--- src/hdl/ssbg_ram.sv ---
// Simple dual-port RAM with registered read.
`default_nettype none

module ssbg_ram #(
  parameter int WIDTH = 8,
  parameter int DEPTH = 16
) (
  input  wire logic                     clk_i,
  input  wire logic                     we_i,
  input  wire logic [$clog2(DEPTH)-1:0] waddr_i,
  input  wire logic [WIDTH-1:0]         wdata_i,
  input  wire logic                     re_i,
  input  wire logic [$clog2(DEPTH)-1:0] raddr_i,
  output logic      [WIDTH-1:0]         rdata_o
);

  logic [WIDTH-1:0] mem_q [DEPTH];

  always_ff @(posedge clk_i) begin
    if (we_i) begin
      mem_q[waddr_i] <= wdata_i;
    end
    if (re_i) begin
      rdata_o <= mem_q[raddr_i];
    end
  end

endmodule

`default_nettype wire

--- config.mk ---
export PLATFORM = sky130hd
export DESIGN_NAME = ssbg_ram
export DESIGN_NICKNAME = d
export VERILOG_FILES = /design/src/hdl/ssbg_ram.sv
export SDC_FILE = /design/constraint.sdc
export NUM_CORES = 1
export LEC_CHECK = 0
export ABC_AREA = 1
export BUFFER_PORTS_ARGS = -buffer_cell sky130_fd_sc_hd__buf_2
export CAP_MARGIN = 20
export CORE_MARGIN = 2
export CORE_UTILIZATION = 55
export CTS_BUF_LIST = sky130_fd_sc_hd__clkbuf_2 sky130_fd_sc_hd__clkbuf_4 sky130_fd_sc_hd__clkbuf_8
export CTS_CLUSTER_DIAMETER = 150
export DETAILED_ROUTE_END_ITERATION = 8
export PLACE_DENSITY_LB_ADDON = 0.25
export SYNTH_ARGS = -nofsm -noshare
export SYNTH_HDL_FRONTEND = slang
export SYNTH_SLANG_ARGS = --single-unit
--- constraint.sdc ---
create_clock -name clk_i -period 2.1 [get_ports clk_i]
set_input_delay 0.105 -clock clk_i [delete_from_list [all_inputs] [get_ports clk_i]]
set_output_delay 0.105 -clock clk_i [all_outputs]
set_load 0.01 [all_outputs]
### Word-level counts from Yosys, hierarchy flattened

Memory sizes are Yosys's and may differ from the RTL's. A register that Yosys moved wholly into a read port is not among the register bits.
Cells that the tools add are included.

* register bits after elaboration: 0
* bits in writable memories: 128
* bits of input ports: 19
* logic and storage cells: 3
* memories: 1

Memories
* mem_q: words 16, width 8, rd ports 1, clocked after memory_dff 1, wr ports 1, RTL line 17 `logic [WIDTH-1:0] mem_q [DEPTH];`

* muxes and demuxes: 2

Operators by type and width (number)
* two-way mux 1 bit: 2

### Logic depth before layout (Yosys ltp)

Gate-level depths: netlist of the first run.

* depth in word-level cells: 2
* mapped depth: 8

### Worst setup path before layout of the first run

OpenSTA, ideal clock, no wires.

* path kind: input -> register
* from: input waddr_i[2]
* to: memory mem_q[10][0] (enable)
* setup time: 0.370 ns
* data arrival time: 0.686 ns
* slack: 1.044 ns
* stages on the path: 2
* path through: nand3b_1 > nor2_1

RTL lines
* start, declared: RTL line 10 `input wire logic [$clog2(DEPTH)-1:0] waddr_i,`
* end, declared: RTL line 17

No word-level cell before the write port.

==> impl_metrics.csv, run 1 <==
group,metric,value,unit
run_status,status,"completed",
clocking,cts_buffers,17,
floorplan,top_level_ports,27,
sta,setup-tns-final,0,ns
pwr,pwr-share-clk,38.2,%
yosys,yosys.area.top_type,"edfxtp_1",
floorplan,core_area,10320,sq um
yosys,avgSynthCellArea,10.61,sq um
critical_path,reg2reg_slack,0.95,ns
global_route,overflow,0,
pwr,power_density,859.9,nW/um^2
cells_and_area,drive_gt1_share,11.58,%
yosys,synth_top_area_share,69.85,%
floorplan,die-area,11470,sq um
pwr,power.total,5.567,mW
global_route,grt.total_usage,23.82,%
placed_design,dpl.hpwl,8040,microns
sta,post-route-min-period,1.403,ns
placed_design,place.gp.congestion,0.8832,
yosys,syn_nets,570,
yosys,syn_area,5847,sq um
critical_path,cp_common_cell,"nand3_1",
floorplan,rows,37,
sta,drv_slew,0,
clocking,cts_htree_levels,4,
global_route,antenna_found_initial,0,
critical_path,worst_r2r_path_depth,6,
min_path,hold_end,"mem_q[15][1]$_DFFE_PP_",
yosys,yosysWarnings,0,
min_path,worstHoldStart,"wdata_i[1]",
sta,hold_violations,0,
critical_path,crit_path_max_incr_delay,0.51,ns
routing,drt_iter0_drc,437,
yosys,synth.yosys.seq_area_share,69.85,%
critical_path,crit_required,2.29,ns
critical_path,crit_fanout,33,
pwr,p_leak,2.799,nW
critical_path,r2r_start,"mem_q[7][0]$_DFFE_PP_",
floorplan,die_x,107.1,microns
routing,wl_per_cell,17.44,microns
sta,slew_headroom,39.95,%
routing,drtPass1Iterations,5,
cells_and_area,antennaDiodeCount,0,
routing,drc,0,
global_route,grt_first_pass_wirelength,19800,microns
sta,finalSetupViolCount,0,
yosys,syn_inst,551,
critical_path,path_class,"in -> reg",
cells_and_area,nNetsFinal,603,
sta,rsz0062_at_grt,"false",
job,maxCapViolCount,0,
critical_path,crit_path_top_delay_cell,"buf_2",
floorplan,die_y,107.1,microns
placed_design,portBuffers,26,
pwr,seqPwrFrac,55.3,%
critical_path,arrival,1.60,ns
pwr,ir_worst_vdd,0.4559,mV
yosys,synth_seq_cells,136,
pwr,power_switching,1.220,mW
routing,drt-total-wl,12770,microns
yosys,yosys-top-cells-area,"edfxtp_1, nand2_1, nand3_1",
global_route,grt_max_degree,65,
routing,avgViaCountPerCell,5.295,
critical_path,cp-end-kind,"flop",
routing,drtAntennaViolNets,0,
placed_design,place_inst,700,
floorplan,start_util,56.64,%
sta,fin_crit_sh,66.80,%
clocking,worstSkewPairLatency,0.44,ns
sta,worstMarginPinSlew,0.8974,ns
cells_and_area,instances_no_fill,732,
min_path,hold_depth,1,
min_path,holdCritPathClass,"in -> reg",
pwr,switching_share,21.92,%
clocking,cts_root_buffer,"clkbuf_8",
clocking,clock_sinks,136,
sta,worst_clock_skew,0.01012,ns
critical_path,crit_chain,"buf_2 -> inv_2 -> nand3_1 -> nand3_1 -> nand3_1 -> nand2_1",
critical_path,r2r-end,"rdata_o[0]$_DFFE_PP_",
clocking,cts_tree,"yes",
sta,max_freq,0.7128,GHz
pwr,p_int,4.347,mW
clocking,clk_pin_slew,0.07,ns
clocking,post_cts_buffers,0,
cells_and_area,syn_to_final_growth,10.72,%
global_route,grt_pass1_vias,3755,
clocking,cts_buffer_depth,2,
critical_path,start_kind,"input pin",
pwr,power_frac_comb,6.5,%
routing,dr_total_vias,3876,
yosys,ys_types,11,
==> synth_stat cells (all sizes together) <==
library cell / instances
buf: 24
edfxtp: 136
nor2: 17
nand3b: 2
nand3: 97
nand2: 173
inv: 102
==> per-stage QoR <==
step                hold slack, ns  area [sq um]  util, %  setup WS (ns)
floorplan                   0.2039          5847        -          1.044
global placement            0.4666          6076    58.85         0.2650
detailed placement          0.4648          6076    58.85         0.2784
CTS                        0.05790          6474    62.71         0.7418
global route               0.07096          6474    62.71         0.6285
finish                     0.07727          6474    62.71         0.6972
==> logic make-up (layout without fill, tap and decap cells) <==
group | after synthesis | count (layout) | synth area share (%)
DFF | 136 | 136 | 69.85
buffers and inverters | 126 | 171 | 9.394
and+or+nand+nor | 289 | 289 | 20.76
==> worst max-delay path: cells and delay by family <==
family / cells / cell delay, ns
buffers and inverters: 2 / 0.95
and+or+nand+nor: 4 / 0.53
==> layer usage <==
metal	vias to the layer above	part of all wire, %	track usage (%)
li1	1844	-	-
met1	1826	43	33.90
met2	181	47	35.17
met3	25	7.1	5.957
met4	0	2.2	10.02
met5	-	0	0
==> power by group through the flow <==
stage,clock network [mW],logic [mW],registers [mW]
3_3_place_gp,0,0.355,3.13
3_5_place_dp,0,0.358,3.14
4_1_cts,2.15,0.362,3.08
2_1_floorplan,0,0.214,3.14
6_report,2.13,0.363,3.08
5_1_grt,2.25,0.403,3.08
==> cells in the final DEF, fill, tap and decap left out, drive strengths merged <==
cell type / instances
buf: 37
dlygate4sd3: 1
inv: 102
edfxtp: 136
bufinv: 3
clkinv: 7
nand2: 173
nand3: 97
clkbuf: 20
clkinvlp: 1
nand3b: 2
nor2: 17
==> worst max path at each step <==
| stage | startpoint | endpoint | slack, ns |
|---|---|---|---|
| global route | raddr_i[1] | rdata_o[0]$_DFFE_PP_ | 0.63 |
| global placement | raddr_i[1] | rdata_o[2]$_DFFE_PP_ | 0.27 |
| finish | raddr_i[1] | rdata_o[7]$_DFFE_PP_ | 0.70 |
| floorplan | waddr_i[2] | mem_q[10][0]$_DFFE_PP_ | 1.04 |
| CTS | raddr_i[1] | rdata_o[7]$_DFFE_PP_ | 0.74 |
| detailed placement | raddr_i[1] | rdata_o[0]$_DFFE_PP_ | 0.28 |
==> sequential cells by signal, indices dropped and copies added, names as in the netlist <==
register  cells
mem_q       128
rdata_o       8
==> layout make-up <==
class,count,area (sq um)
Inverter,102,382.9
Sequential cell,136,4084
Multi-Input combinational cell,289,1214
Timing Repair Buffer,38,235.2
Fill cell,827,3850
Clock buffer,20,256.5
Tap cell,136,170.2
Clock inverter,11,131.4
==> what timing repair did <==
item,in CTS,in global routing
hold endpoints to repair,3,0
hold buffers,1,0
endpoints found under the setup margin,0,0
gates resized for setup,0,0
Note: power is estimated with default switching activity, not from simulation.
==> run 2: changes to the inputs <==
--- a/config.mk
+++ b/config.mk
@@ -5,7 +5,7 @@
 export SDC_FILE = /design/constraint.sdc
 export NUM_CORES = 1
 export LEC_CHECK = 0
-export ABC_AREA = 1
+export ABC_AREA = 0
 export BUFFER_PORTS_ARGS = -buffer_cell sky130_fd_sc_hd__buf_2
 export CAP_MARGIN = 20
 export CORE_MARGIN = 2
==> constraint.sdc (replaced) <==
create_clock -name clk_i -period 1.4 [get_ports clk_i]
set_input_delay 0.07 -clock clk_i [delete_from_list [all_inputs] [get_ports clk_i]]
set_output_delay 0.07 -clock clk_i [all_outputs]
set_load 0.01 [all_outputs]
==> run 2 against run 1 <==
The run now ends with negative setup slack left. First-iteration DRC count down 44%. Clock skew fell by 0.00060 ns. Setup slack worse by 0.72 ns. Design area decreased by 6.3%. Clock power increased by 45%. Register-to-register slack worse by 0.98 ns. Synthesized area fell by 11%. Largest cell class unchanged.
==> impl_metrics.csv, run 2 <==
group,metric,value,unit
critical_path,path_class,"reg -> reg",
yosys,yosys-top-cells-area,"edfxtp_1, mux4_2, mux4_1",
yosys,syn_nets,248,
critical_path,start_kind,"flop",
floorplan,top_level_ports,27,
sta,timing.final.ws_setup,-0.02547,ns
placed_design,place_inst,400,
cells_and_area,drive_gt1_share,38.69,%
job,maxCapViolCount,0,
run_status,failed_checks,"negative setup slack",
yosys,synth_edf_count,136,
global_route,grt_first_pass_wirelength,14770,microns
floorplan,die_y,101.5,microns
global_route,overflow,0,
yosys,avgSynthCellArea,22.83,sq um
clocking,clock_sinks,136,
run_status,status,"finished with violations",
clocking,cts_buffers,17,
cells_and_area,largest_reg_flops,128,
floorplan,start_util,56.57,%
cells_and_area,regMostFlops,"mem_q",
cells_and_area,syn_to_final_growth,16.01,%
cells_and_area,instances_no_fill,434,
cells_and_area,antennaDiodeCount,0,
sta,slew_headroom,37.18,%
routing,dr_total_vias,2532,
routing,drtPass1Iterations,5,
routing,wl_per_cell,23.04,microns
routing,drtAntennaViolNets,0,
placed_design,place.gp.congestion,0.7927,
clocking,cts_tree,"yes",
routing,avgViaCountPerCell,5.834,
yosys,ys_types,18,
sta,hold_violations,0,
routing,drc,0,
critical_path,crit_required,1.56,ns
sta,setup-tns-final,-0.04969,ns
critical_path,worst_r2r_path_depth,3,
routing,drt_iter0_drc,244,
cells_and_area,fin_util,65.63,%
yosys,synth_top_area_share,78.12,%
routing,drt-total-wl,10000,microns
yosys,syn_inst,229,
floorplan,rows,35,
min_path,hold_depth,1,
placed_design,dpl.hpwl,6269,microns
placed_design,place_ws,-0.2784,ns
pwr,power_density,1344,nW/um^2
sta,post-route-min-period,1.425,ns
global_route,grt_max_degree,19,
sta,worstMarginPinSlew,0.9404,ns
sta,rsz0062_at_grt,"true",
sta,finalSetupViolCount,3,
min_path,holdCritPathClass,"in -> reg",
clocking,worstSkewPairLatency,0.42,ns
clocking,cts_buffer_depth,2,
sta,fin_crit_sh,101.8,%
yosys,yosysMostFrequentCell,"edfxtp_1",
floorplan,die_x,101.5,microns
critical_path,cp-end-kind,"flop",
cells_and_area,final_cell_mix,"edfxtp_1, mux4_2, buf_2",
yosys,yosysWarnings,0,
clocking,cts_root_buffer,"clkbuf_8",
yosys,synth_common_cells,"edfxtp_1, mux4_2, a22oi_1, mux4_1, nor2_1",
yosys,synth_flop_cell,"edfxtp_1",
clocking,clk_pin_slew,0.08,ns
yosys,synth.yosys.seq_area_share,78.12,%
yosys,syn_area,5228,sq um
global_route,antenna_found_initial,0,
placed_design,post_dp_cell_area,5670,sq um
clocking,cts_htree_levels,4,
sta,drv_slew,0,
yosys,yosys.area.top_type,"edfxtp_1",
pwr,p_leak,2.015,nW
cells_and_area,nNetsFinal,311,
clocking,post_cts_buffers,0,
placed_design,portBuffers,26,
floorplan,die-area,10300,sq um
yosys,async_flop_share,0,%
cells_and_area,final_common_cell,"edfxtp_1",
global_route,grt_pass1_vias,2467,
cells_and_area,post-route-cell-area,6065,sq um
sta,worst_clock_skew,0.009514,ns
global_route,grt.total_usage,21.08,%
floorplan,core_area,9240,sq um
yosys,synth_seq_cells,136,
cells_and_area,largestRegisters,"mem_q (128), rdata_o (8)",
sta,max_freq,0.7015,GHz
critical_path,arrival,1.59,ns
critical_path,crit_fanout,1,
pwr,ir_worst_vdd,0.8351,mV
## run 2: final timing paths
kind	startpoint	to	slack, ns
setup / recovery	mem_q[11][0]$_DFFE_PP_	rdata_o[0]$_DFFE_PP_	-0.03
hold / removal	wdata_i[7]	mem_q[15][7]$_DFFE_PP_	0.03
setup reg to reg	mem_q[11][0]$_DFFE_PP_	rdata_o[0]$_DFFE_PP_	-0.03
hold reg to reg	mem_q[15][2]$_DFFE_PP_	rdata_o[2]$_DFFE_PP_	0.75
## run 2: final cells by class
cell class                      instances  area [sq um]
Sequential cell                       136          4084
Fill cell                             614          3176
Multi-Input combinational cell         83          1050
Timing Repair Buffer                   54         382.9
Clock buffer                           17         234.0
Tap cell                              129         161.4
Clock inverter                         15         152.6
## run 2: worst max-delay path, stage by stage (launching register included)
cell      delay, ns
edfxtp_1       0.38
mux4_2         0.47
a22oi_1        0.23
nand2_1        0.08
## run 2: per-stage QoR
stage	hold WS (ns)	total power, mW
after floorplan	0.1689	4.932
after global placement	0.4507	5.129
after detailed placement	0.4625	5.143
after CTS	0.006485	8.200
after global routing	0.003291	8.431
final	0.03448	8.149
## run 2: kinds of logic after synthesis
family,synth area share (%)
and+or+nand+nor,3.136
buffers and inverters,1.651
muxes,14.79
DFF,78.12
AOI/OAI and AO/OA,2.298
## run 2: per-layer routing
metal	GRT usage (%)	vias up	wire length (microns)
met5	0	-	0
met4	7.277	0	79
met3	5.797	11	951
met2	32.65	123	4998
met1	29.59	1297	3971
li1	-	1101	-
## run 2: what timing repair did
action,in CTS,in global routing
setup endpoints to repair,6,8
gates cloned,0,0
endpoints found under the hold margin,5,0
pin swaps,3,1
hold buffers,2,0
gates resized for setup,9,6
## run 2: report_power, final
part | internal, mW | switching, mW
combinational | 0.205 | 0.258
clock | 1.58 | 1.50
sequential | 4.58 | 0.0243
total | 6.37 | 1.78
